[src/sv/dpd_pkg.sv]
// Shared types and constants for the double precision divider.
// Used by every module of the divider; depends on nothing.
package dpd_pkg;

   localparam int FRAC_W   = 52;
   localparam int MANT_W   = FRAC_W + 1;
   localparam int QUO_W    = MANT_W + 1;
   localparam int EXP_W    = 13;
   localparam int NUM_STEP = QUO_W;

   localparam logic [EXP_W-1:0] EXP_BIAS  = 13'd1022;
   localparam logic [11:0]      EXP_LIMIT = 12'd2047;

   typedef enum logic [1:0] {
      KIND_NORMAL  = 2'd0,
      KIND_DIVZERO = 2'd1,
      KIND_ZERO    = 2'd2
   } kind_type;

   typedef enum logic [1:0] {
      STATUS_OK       = 2'd0,
      STATUS_DIVZERO  = 2'd1,
      STATUS_OVERFLOW = 2'd2
   } status_type;

   // Payload of one division stage.
   typedef struct packed {
      logic                    sign;
      kind_type                kind;
      logic signed [EXP_W-1:0] expo;
      logic [QUO_W-1:0]        rem;
      logic [MANT_W-1:0]       den;
      logic [QUO_W-1:0]        quo;
   } stage_type;

endpackage

[src/sv/dpd_step.sv]
// One restoring division step: compare, conditional subtract, shift.
// One register stage of the quotient pipeline; depends on dpd_pkg.
module dpd_step (
   input  logic                 clock,
   input  logic                 reset,
   input  logic                 en,
   input  logic                 valid_i,
   input  dpd_pkg::stage_type   stage_i,
   output dpd_pkg::stage_type   stage_ff,
   output logic                 valid_ff
);

   dpd_pkg::stage_type stage_in;
   logic [dpd_pkg::QUO_W-1:0] diff;
   logic                      take;

   always_comb begin
      stage_in = stage_i;
      diff     = stage_i.rem - {1'b0, stage_i.den};
      take     = stage_i.rem >= {1'b0, stage_i.den};
      // The remainder stays below the divisor after a step, so the
      // shifted value always fits.
      if (take) begin
         stage_in.rem = {diff[dpd_pkg::QUO_W-2:0], 1'b0};
      end else begin
         stage_in.rem = {stage_i.rem[dpd_pkg::QUO_W-2:0], 1'b0};
      end
      stage_in.quo = {stage_i.quo[dpd_pkg::QUO_W-2:0], take};
   end

   always_ff @(posedge clock) begin
      if (reset) begin
         valid_ff <= 1'b0;
      end else if (en) begin
         valid_ff <= valid_i;
      end
      if (en) begin
         stage_ff <= stage_in;
      end
   end

endmodule

[config.mk]
export PLATFORM = sky130hd
export DESIGN_NAME = dpd_step
export DESIGN_NICKNAME = d
export VERILOG_FILES = /design/src/sv/dpd_pkg.sv /design/src/sv/dpd_step.sv
export SDC_FILE = /design/constraint.sdc
export NUM_CORES = 1
export LEC_CHECK = 0
export BUFFER_PORTS_ARGS = -buffer_cell sky130_fd_sc_hd__buf_2
export CORE_AREA = 2 2 141 143
export CTS_CLUSTER_DIAMETER = 40
export CTS_CLUSTER_SIZE = 40
export DETAILED_ROUTE_END_ITERATION = 8
export DIE_AREA = 0 0 143 145
export GPL_ROUTABILITY_DRIVEN = 1
export PLACE_DENSITY = 0.81
export SYNTH_ARGS = -nofsm -noshare
export SYNTH_HDL_FRONTEND = slang
export SYNTH_SLANG_ARGS = --single-unit
[constraint.sdc]
create_clock -name clock -period 7.7 [get_ports clock]
set_clock_uncertainty 0.15 [all_clocks]
set_input_delay 0.77 -clock clock [delete_from_list [all_inputs] [get_ports clock]]
set_output_delay 0.77 -clock clock [all_outputs]
set_load 0.01 [all_outputs]
**After elaboration in Yosys (flattened, before gate mapping)**

Index checks and enable logic that the tools add are counted.

- Bits of input ports: 181
- Register bits: 178
- Output and inout bits: 178
- Word-level logic and storage cells: 10

- Add/subtract/negate cells: 1
- Multiplexer cells: 1
- $lt $le $gt $ge: 1

Operators by type and width:

| operator | number |
|---|---|
| $ge 54x53->1 | 1 |
| $mux 54 | 1 |
| $sub 53x53->53 | 1 |

**Logic depth before layout (Yosys ltp)**

- Word-level depth: 2
- Mapped depth: 15
- Mapped depth without buffers: 13

**Worst setup path before layout**

No wires, ideal clock.

- Path type: input to register
- From: input stage_i[107] (netlist bit)
- To: register stage_ff[155] (netlist bit), data pin
- Setup slack: 3.807 ns
- Library setup time: 0.262 ns
- Path buffers: 2
- Stages: 15
- Arrival time: 3.481 ns
- Data required time: 7.288 ns
- Cells stage by stage: inv_1 > ha_1 > inv_1 > fa_1 > a21o_1 > a221oi_1 > o221ai_2 > a21oi_2 > o21a_2 > nor2_2 > a21oi_4 > and2_4 > buf_12 > buf_6 > mux2_1

RTL lines:

| element | line | text |
|---|---|---|
| start: declaration | dpd_step.sv:8 | `input dpd_pkg::stage_type stage_i,` |
| end signal: assignment | dpd_step.sv:38 | `stage_ff <= stage_in;` |
| end: declaration | dpd_step.sv:9 | `output dpd_pkg::stage_type stage_ff,` |

==> summary.txt <==
Crit path required time = 7.73 ns
vias in the first global route = 7603
DIE WIDTH = 143 um
mux cell area share after synthesis = 5.81%
Gate Count Post-Synth = 790
worst-path fanout max = 54
Area contributors post-synth = edfxtp_1 55%, ha_1 6.9%, mux2_4 4.7%
minimum hold slack = 0.342 ns
crit start category = primary input
CP Data Arrival Time = 4.96 ns
RSZ-0062 raised after global routing = false
Yosys cell types = 65
largest net degree at the start of global routing = 118
dpl hpwl = 20400 um
TritonCTS clock tree = done
CP Class = in -> reg
Worst Setup SP = stage_i[107]
port bufs = 356
vias per cell = 5.45
worst min path class = in -> reg
Final Hold Viols = 0
post-synth top area cell = edfxtp_1
XOR/XNOR Fraction of Synth Area = 4.01%
simple-gate area share of the yosys netlist = 8.44%
1st-pass router iterations = 5
CP max-delay cell = and2_4
initial antenna violation count = 11
gr usage total = 25.1%
post-synthesis sequential area ratio = 55.2%
final core utilization = 63.3%
Synth Flop Type = edfxtp_1
Post-DRT Antenna Nets = 0
Resized Gates After CTS = 0
Sink Count = 177
Worst Tran Pin Value = 0.937 ns
cts hold-fix bufs = 0
core area = 0.0192 mm2
Synth Area in Adders = 7.11%
WL final = 26500 um
CP endpoint kind = flop
Initial Util = 50.0%
setup tns final = 0 ns
clock root buffer = clkbuf_16
post-synthesis net count = 1025
Final Max Tran Viols = 0
Clk Latency, worst-skew pair = 0.43 ns
CP bufs+invs = 3
number of DRC markers in iteration 0 = 467
Die Span Y = 145 um
Clk pin slew, worst setup/hold paths = 0.08 ns
pwr dens = 221 mW/mm2
DRC Markers = 0
status = finished, final reports clean
worst r2r src = valid_ff
Synth Area in Compound Gates = 14.3%
vias = 7750
fraction of layout instances using a drive strength above 1 = 38.3%
fin cells = 1422
top cells by count, synth = 176 x edfxtp_1, 72 x inv_1, 53 x ha_1, 52 x a21oi_1, 39 x o21ai_0
largest family of logic cells by synthesized area = compound AO/OA/AOI/OAI gates
most common cell in the synthesized netlist = edfxtp_1
placed instance count = 1379
area delta synth->final = 26.5%
Worst VDD drop = 0.000155 V
CP peak stage delay = 0.81 ns
final setup vio count = 0
Final Net Count = 1368
WL met2 = 13200 um
Top Metal Used = met5
gp weighted congestion = 0.903
async set or reset register ratio after synthesis = 0%
Final Cycle Share = 64.1%
num rows = 51
Hold Crit Start = reset
Yosys reg bits = 177
area of the die = 0.0207 mm2
Slew HR = 37.5%
post-layout min period = 4.93 ns
maxcap violations = 0
DR WL met3 = 2250 um
CP cell instances = buf_2, inv_1, ha_1, inv_1, fa_1, a21o_1, a221oi_1, o221ai_2, a21oi_2, o21a_2, nor2_2, a21oi_4, and2_4, mux2_2
CTS Buf Count = 17
Clock Path Buffers = 2
Mean Syn Cell Area = 12.2 um2
postcts setup bufs = 0
num ports = 359
H-tree depth = 4
fmax = 203 MHz
first-pass GRT wire length = 39900 um
top cell type's share of synthesized area = 55.0%
Most common cell on crit path = inv_1
Post-synth EDFFs = 176
yosys warns = 0
total power draw = 0.00269 W
CP delay by family, top = compound AO/OA/AOI/OAI gates
met1 WL = 10300 um
overflow left after global routing = 0
post-synthesis cell area = 0.00961 mm2
drt wl/cell = 18.6 um
Lkg Pwr = 5.51 nW
report_power, final:
part / internal (W) / switching, W
Sequential: 0.00118 / 0.0000247
Combinational: 0.000278 / 0.000340
Clock: 0.000439 / 0.000426
final cells by class:
type	instances	area [um2]
multi-input cells	507	3820
clock buffers	18	429
clock inverters	14	168
fillers	1566	7050
inverters	72	270
flip-flops and latches	177	5310
repair buffers	358	1810
diodes	11	27.5
well taps	265	332
routing by layer:
metal	track usage (%)	vias to the layer above
met1	30.4	3688
met3	6.40	55
met5	0	-
li1	-	3641
met4	10.9	2
met2	42.0	364
path summary, 6_finish.rpt:
| check | to | slack (ns) | cells after the start |
|---|---|---|---|
| max | stage_ff[109] | 2.77 | 14 |
| min | valid_ff | 0.34 | 2 |
| max reg2reg | valid_ff | 6.96 | 2 |
| min reg2reg | valid_ff | 0.37 | 2 |
metrics by stage:
stage	setup slack (ns)	instance area, um2
2_1_floorplan	3.81	9610
3_3_place_gp	2.42	11500
3_5_place_dp	2.38	11500
4_1_cts	2.80	12100
5_1_grt	2.63	12200
6_report	2.77	12200
cells in the final DEF, fill, tap and decap left out, types with 4 or more instances in the layout:
cell type and count:
a21boi_0 5, xnor2_1 33, o211ai_1 8, ha_1 53, a31o_2 4, buf_2 355, a31oi_1 9, nand4_1 14
a21oi_1 52, a211oi_1 6, nand3_1 28, nor3_1 9, mux2i_1 4, mux2_2 4, and2_1 9, clkbuf_16 17
mux2_4 30, nor2_1 30, inv_1 72, and3_1 15, clkinv_4 5, nand2_1 37, o21a_1 9, diode_2 11
o21ai_0 39, a221oi_1 4, a21o_1 33, o21bai_1 8, xor2_1 11, clkinv_8 4, edfxtp_1 176, o31ai_1 8
flip-flops by register name, summed over array words and instances, names as in the netlist:
name and count:
valid_ff 1, stage_ff 176
kinds of logic (layout without fill, tap and decap cells):
group / after synthesis / in the layout
mux: 40 / 40
flops: 177 / 177
other cells: 1 / 12
fa+ha+maj: 54 / 54
xor+xnor: 44 / 44
compound gates: 208 / 208
buf+inv: 106 / 462
simple gates: 160 / 160
No activity file was read; power rests on OpenSTA's default activity.
