**config.mk**
```make
export PLATFORM = sky130hd
export DESIGN_NAME = dpd_prep
export DESIGN_NICKNAME = d
export VERILOG_FILES = /design/src/sv/dpd_pkg.sv /design/src/sv/dpd_prep.sv
export SDC_FILE = /design/constraint.sdc
export NUM_CORES = 1
export LEC_CHECK = 0
export BUFFER_PORTS_ARGS = -buffer_cell sky130_fd_sc_hd__buf_2
export CORE_AREA = 2 2 125 127
export CTS_CLUSTER_DIAMETER = 60
export DETAILED_ROUTE_END_ITERATION = 10
export DIE_AREA = 0 0 127 129
export PLACE_DENSITY = 0.92
export SLEW_MARGIN = 10
export SYNTH_ARGS = -nofsm -noshare
export SYNTH_HDL_FRONTEND = slang
export SYNTH_SLANG_ARGS = --single-unit
```
**constraint.sdc**
```tcl
create_clock -name clock -period 6.7 [get_ports clock]
set_clock_uncertainty 0.15 [all_clocks]
set_input_delay 0 -clock clock [delete_from_list [all_inputs] [get_ports clock]]
set_output_delay 0 -clock clock [all_outputs]
set_load 0.01 [all_outputs]
```
**src/sv/dpd_pkg.sv**
```systemverilog
// Shared types and constants for the double precision divider.
// Used by every module of the divider; depends on nothing.
package dpd_pkg;

   localparam int FRAC_W   = 52;
   localparam int MANT_W   = FRAC_W + 1;
   localparam int QUO_W    = MANT_W + 1;
   localparam int EXP_W    = 13;
   localparam int NUM_STEP = QUO_W;

   localparam logic [EXP_W-1:0] EXP_BIAS  = 13'd1022;
   localparam logic [11:0]      EXP_LIMIT = 12'd2047;

   typedef enum logic [1:0] {
      KIND_NORMAL  = 2'd0,
      KIND_DIVZERO = 2'd1,
      KIND_ZERO    = 2'd2
   } kind_type;

   typedef enum logic [1:0] {
      STATUS_OK       = 2'd0,
      STATUS_DIVZERO  = 2'd1,
      STATUS_OVERFLOW = 2'd2
   } status_type;

   // Payload of one division stage.
   typedef struct packed {
      logic                    sign;
      kind_type                kind;
      logic signed [EXP_W-1:0] expo;
      logic [QUO_W-1:0]        rem;
      logic [MANT_W-1:0]       den;
      logic [QUO_W-1:0]        quo;
   } stage_type;

endpackage

```
**src/sv/dpd_prep.sv**
```systemverilog
// Operand unpacking, special case detection and mantissa pre-normalization.
// First register stage of the divider; depends on dpd_pkg.
module dpd_prep (
   input  logic                 clock,
   input  logic                 reset,
   input  logic                 en,
   input  logic                 valid_i,
   input  logic [63:0]          dividend,
   input  logic [63:0]          divisor,
   output dpd_pkg::stage_type   stage_ff,
   output logic                 valid_ff
);

   dpd_pkg::stage_type stage_in;
   logic [dpd_pkg::MANT_W-1:0] mant_a;
   logic [dpd_pkg::MANT_W-1:0] mant_b;
   logic signed [dpd_pkg::EXP_W-1:0] expo_raw;

   always_comb begin
      mant_a   = {1'b1, dividend[dpd_pkg::FRAC_W-1:0]};
      mant_b   = {1'b1, divisor[dpd_pkg::FRAC_W-1:0]};
      expo_raw = $signed({2'b00, dividend[62:52]}) - $signed({2'b00, divisor[62:52]})
                 + $signed(dpd_pkg::EXP_BIAS);
      stage_in.sign = dividend[63] ^ divisor[63];
      stage_in.den  = mant_b;
      stage_in.quo  = '0;
      if (divisor[62:0] == 63'd0) begin
         stage_in.kind = dpd_pkg::KIND_DIVZERO;
      end else if (dividend[62:0] == 63'd0) begin
         stage_in.kind = dpd_pkg::KIND_ZERO;
      end else begin
         stage_in.kind = dpd_pkg::KIND_NORMAL;
      end
      // A dividend mantissa below the divisor mantissa is doubled so the
      // first quotient bit is always one.
      if (mant_a < mant_b) begin
         stage_in.rem  = {mant_a, 1'b0};
         stage_in.expo = expo_raw - 13'sd1;
      end else begin
         stage_in.rem  = {1'b0, mant_a};
         stage_in.expo = expo_raw;
      end
   end

   always_ff @(posedge clock) begin
      if (reset) begin
         valid_ff <= 1'b0;
      end else if (en) begin
         valid_ff <= valid_i;
      end
      if (en) begin
         stage_ff <= stage_in;
      end
   end

endmodule

```
### Yosys cells after proc, flatten, opt, wreduce, memory -nomap -nowiden

Index checks and enable logic that the tools add are counted.

| cells by class | value |
|---|---|
| multipliers | 0 |
| $lt $le $gt $ge | 1 |
| $add $sub $neg | 3 |
| reduce and logical (&&, ||, !) cells | 2 |
| divide/modulo/power cells | 0 |
| multiplexer cells | 2 |
| shift-type cells | 0 |
| bitwise logic cells | 1 |
| eq/ne operators | 0 |

Operators with widths:

| operator | number |
|---|---|
| $logic_not 63->1 | 2 |
| $mux 67 | 1 |
| $lt 53x53->1 | 1 |
| $add 12x11->13 const B | 1 |
| $sub 13x2->13 const B | 1 |
| $sub 11x11->12 | 1 |
| $mux 2 | 1 |
| $xor 1x1->1 | 1 |

| word-level totals | value |
|---|---|
| output and inout bits | 178 |
| latch bits | 0 |
| RAM bits | 0 |
| word-level logic and storage cells | 17 |
| memories | 0 |
| bits in registers | 123 |
| input port bits | 132 |
| ROM bits | 0 |

### Depth between registers and ports, before layout

| depth | value |
|---|---|
| depth after elaboration | 4 |
| gate-level depth with buffers | 13 |
| gate-level depth less buffers | 13 |

### Worst setup path after synthesis

OpenSTA, ideal clock, no wires.

| timing | value |
|---|---|
| path kind | input -> register |
| start | in dividend[52] |
| end | reg stage_ff[172] (netlist bit), data pin |
| slack | 3.924 ns |
| cell stages on the path | 12 |
| data required time | 6.292 ns |
| setup time | 0.258 ns |
| path buffers | 0 |
| arrival time | 2.369 ns |
| cell sequence | inv_1 -> ha_1 -> inv_1 -> fa_1 -> a211o_1 -> a21oi_1 -> o21ai_1 -> xor2_1 -> or3_1 -> o211a_1 -> o311a_1 -> xnor2_1 |

RTL lines:

| element | line | RTL |
|---|---|---|
| start: declaration | dpd_prep.sv:8 | `input logic [63:0] dividend,` |
| end signal: assignment | dpd_prep.sv:52 | `stage_ff <= stage_in;` |
| end: declaration | dpd_prep.sv:10 | `output dpd_pkg::stage_type stage_ff,` |

==> impl_metrics.csv <==
group,metric,value,unit
status,status,"finished, final reports clean",
floorplanning,num_rows,45,
synthesis,yosysWarnings,0,
worst_setup_path,crit_path_end_kind,"flip-flop",
worst_hold_path,hp-class,"in2reg",
grt,antenna_found_initial,1,
worst_setup_path,required,6710,ps
worst_setup_path,r2r-start,"valid_ff$_SDFFE_PP0P_",
grt,grt_pass1_wl,36600,um
worst_setup_path,start_kind,"input pin",
synthesis,ys_ff_latch,123,
routing,drt_pass1_iterations,5,
grt,grt.total_usage,29.7,%
placement,hpwl,16100,um
worst_setup_path,crit_path_max_fanout,42,
worst_setup_path,path_cells,"dlygate4sd3_1, buf_2, inv_1, ha_1, nand4_1, nor4_1, nand2_1, nor4_1, o31ai_1, nand4b_2, inv_2, buf_4, mux2_1, dlygate4sd3_1",
timing,tns,0,ps
synthesis,synth_edf_count,122,
synthesis,synth_flop_cell,"edfxtp_1",
synthesis,synthArstFlopShare,0,%
routing,drc,0,
cts,root_buffer,"clkbuf_16",
synthesis,synthesis.area,7420,um^2
synthesis,yosys.area.top_type,"edfxtp_1",
timing,max_freq,220,MHz
layout,fillers,958,
timing,finalHoldViolCount,0,
placement,io_buffers,254,
cts,clk_latency,410,ps
synthesis,avgSynthCellArea,12.1,um^2
layout,fin_util,70.2,%
worst_setup_path,critPathArrivalTime,4560,ps
floorplanning,core,15000,um^2
cts,numCtsBuffers,17,
worst_hold_path,hold_end,"stage_ff[173]$_DFFE_PP_",
routing,drt-total-wl,24700,um
routing,viasPerCell,5.45,
grt,grt_max_degree,95,
synthesis,yosysUniqueCellTypes,68,
timing,worst_pin_slew,1250,ps
floorplanning,initial_core_util,49.5,%
synthesis,yosys.area.top_type_share,49.4,%
worst_setup_path,slowest_stage,"nor4_1",
cts,post-cts-setup-buffer-count,0,
cts,cts.clk_slew.worst_paths,60,ps
grt,grt.overflow.total,0,
routing,postRouteAntennaNets,0,
worst_setup_path,timing.rr.end,"valid_ff$_SDFFE_PP0P_",
power,p_leak,4.75,nW
floorplanning,io_pins,310,
placement,place_area,8670,um^2
synthesis,yosys-top-cells-area,"edfxtp_1 49%, ha_1 11%, buf_4 5.7%",
worst_setup_path,reg2reg_setup_slack,5380,ps
power,power,2.43,mW
power,cellPowerDensity,231,nW/um^2
layout,area_delta_synth_final,41.7,%
placement,routabilityCongestion,0.907,
routing,vias,6607,
layout,stdcell_area,10500,um^2
routing,drtIter0Drc,429,
floorplanning,die_y,129,um
routing,wire_per_inst,20.4,um
synthesis,synth_seq_area_share,49.6,%
run,cap_violations,0,
worst_setup_path,worstSetupPathType,"in2reg",
floorplanning,die_area,16400,um^2
synthesis,synthCells,615,
worst_setup_path,r2r_cells,3,
timing,finalSetupViolCount,0,
cts,cts_tree,"done",
layout,final_nets,1209,
timing,slew_headroom,16.5,%
power,irDropWorstVdd,0.163,mV
floorplanning,die_w,127,um
timing,fin_crit_sh,67.9,%
worst_hold_path,min_from,"dividend[62]",
grt,grt_pass1_vias,6720,
cts,h-tree-depth,4,
cts,clockBufferDepth,2,
timing,grt_setup_unrepaired,"false",
cts,cts_sinks,123,
worst_hold_path,holdPathStages,4,
timing,fin_crit,4550,ps
worst_setup_path,slowest_delay,600,ps
layout,drive_gt1_share,32.4,%
timing,drv_slew,0,
## per-layer routing
layer / GRT usage, % / vias up / share of wire, %
li1: - / 2973 / -
met1: 32.2 / 3129 / 36
met2: 54.0 / 418 / 51
met3: 7.61 / 87 / 8.9
met4: 14.8 / 0 / 4.4
met5: 0 / - / 0
## state kept, by name, indices dropped and copies added, names as in the netlist
signal and flops:
valid_ff 1, stage_ff 122
## power by group
part           switching (mW)  internal [mW]  leakage [nW]
Clock                   0.354          0.508         0.270
Combinational           0.334          0.267          3.28
Sequential             0.0224          0.948          1.20
## cell usage after synthesis (all sizes together) (3+ instances only)
cell       n
o211ai     4
and2       4
a2111oi    4
mux2      51
nand3      5
a21oi     18
a211o      3
nand4     17
ha        66
nand2b     4
and4       3
mux2i      3
nand2     18
xnor2     19
buf       61
xor2       5
nor3      10
nor4      35
o21ai     21
nor2b      4
nor3b      4
nor2      22
and2b      3
a21o       3
a31oi      3
inv       72
edfxtp   122
## cell families after synthesis
family	Yosys count	share of synthesized area, %
buffers and inverters	134	10.0
multiplexers	54	8.15
AND/OR/NAND/NOR	137	10.6
other	2	0.101
XOR/XNOR	24	3.09
adder cells (fa/ha/maj)	67	11.4
flip-flops	123	49.6
AO/OA/AOI/OAI	74	6.96
## stage by stage
stage          worst slack (ps)  cells  hold slack, ps
6_report                   2150   1212            31.2
5_1_grt                    2020   1212            18.7
4_1_cts                    2360   1211            14.4
3_5_place_dp               3020   1050            9.33
3_3_place_gp               3100   1050            9.18
2_1_floorplan              3920    668           -77.6
## placed cells by master, fill, tap and decap left out, types with 8 or more instances in the layout
master and n:
conb_1 55, xnor2_1 18, nor3_1 8, o21ai_0 14, clkbuf_16 17, nand4_1 17, a21oi_1 16, edfxtp_1 122
nand2_1 18, nor4_1 35, dlygate4sd3_1 129, mux2_2 28, ha_1 66, buf_2 253, mux2_1 23, nor2_1 22
inv_1 71
## timing repair
action,CTS,global route
resized for setup,0,0
hold endpoints to repair,137,0
hold buffers,129,0
## final cells by class
type / instances / area, um^2 / share of cell area [%]
repair buffers: 385 / 2580 / 24.5
multi-input cells: 411 / 3190 / 30.3
inverters: 72 / 270 / 2.57
diodes: 1 / 2.50 / 0.0238
clock buffers: 17 / 425 / 4.05
clock inverters: 15 / 126 / 1.20
well taps: 188 / 235 / 2.24
flip-flops and latches: 123 / 3680 / 35.0
## worst max path at each step
stage                 startpoint                      end  slack (ps)
finish               divisor[39]  stage_ff[129]$_DFFE_PP_        2150
global route        dividend[40]  stage_ff[141]$_DFFE_PP_        2020
detailed placement  dividend[40]  stage_ff[113]$_DFFE_PP_        3020
CTS                 dividend[40]  stage_ff[128]$_DFFE_PP_        2360
floorplan           dividend[52]  stage_ff[172]$_DFFE_PP_        3920
global placement    dividend[12]  stage_ff[124]$_DFFE_PP_        3100
## critical path: cells and delay by family
family                   cells  cell delay, ps
AO/OA/AOI/OAI                1             220
AND/OR/NAND/NOR              5            1680
multiplexers                 1             410
buffers and inverters        6            1900
adder cells (fa/ha/maj)      1             330
Note: power is estimated with default switching activity, not from simulation.
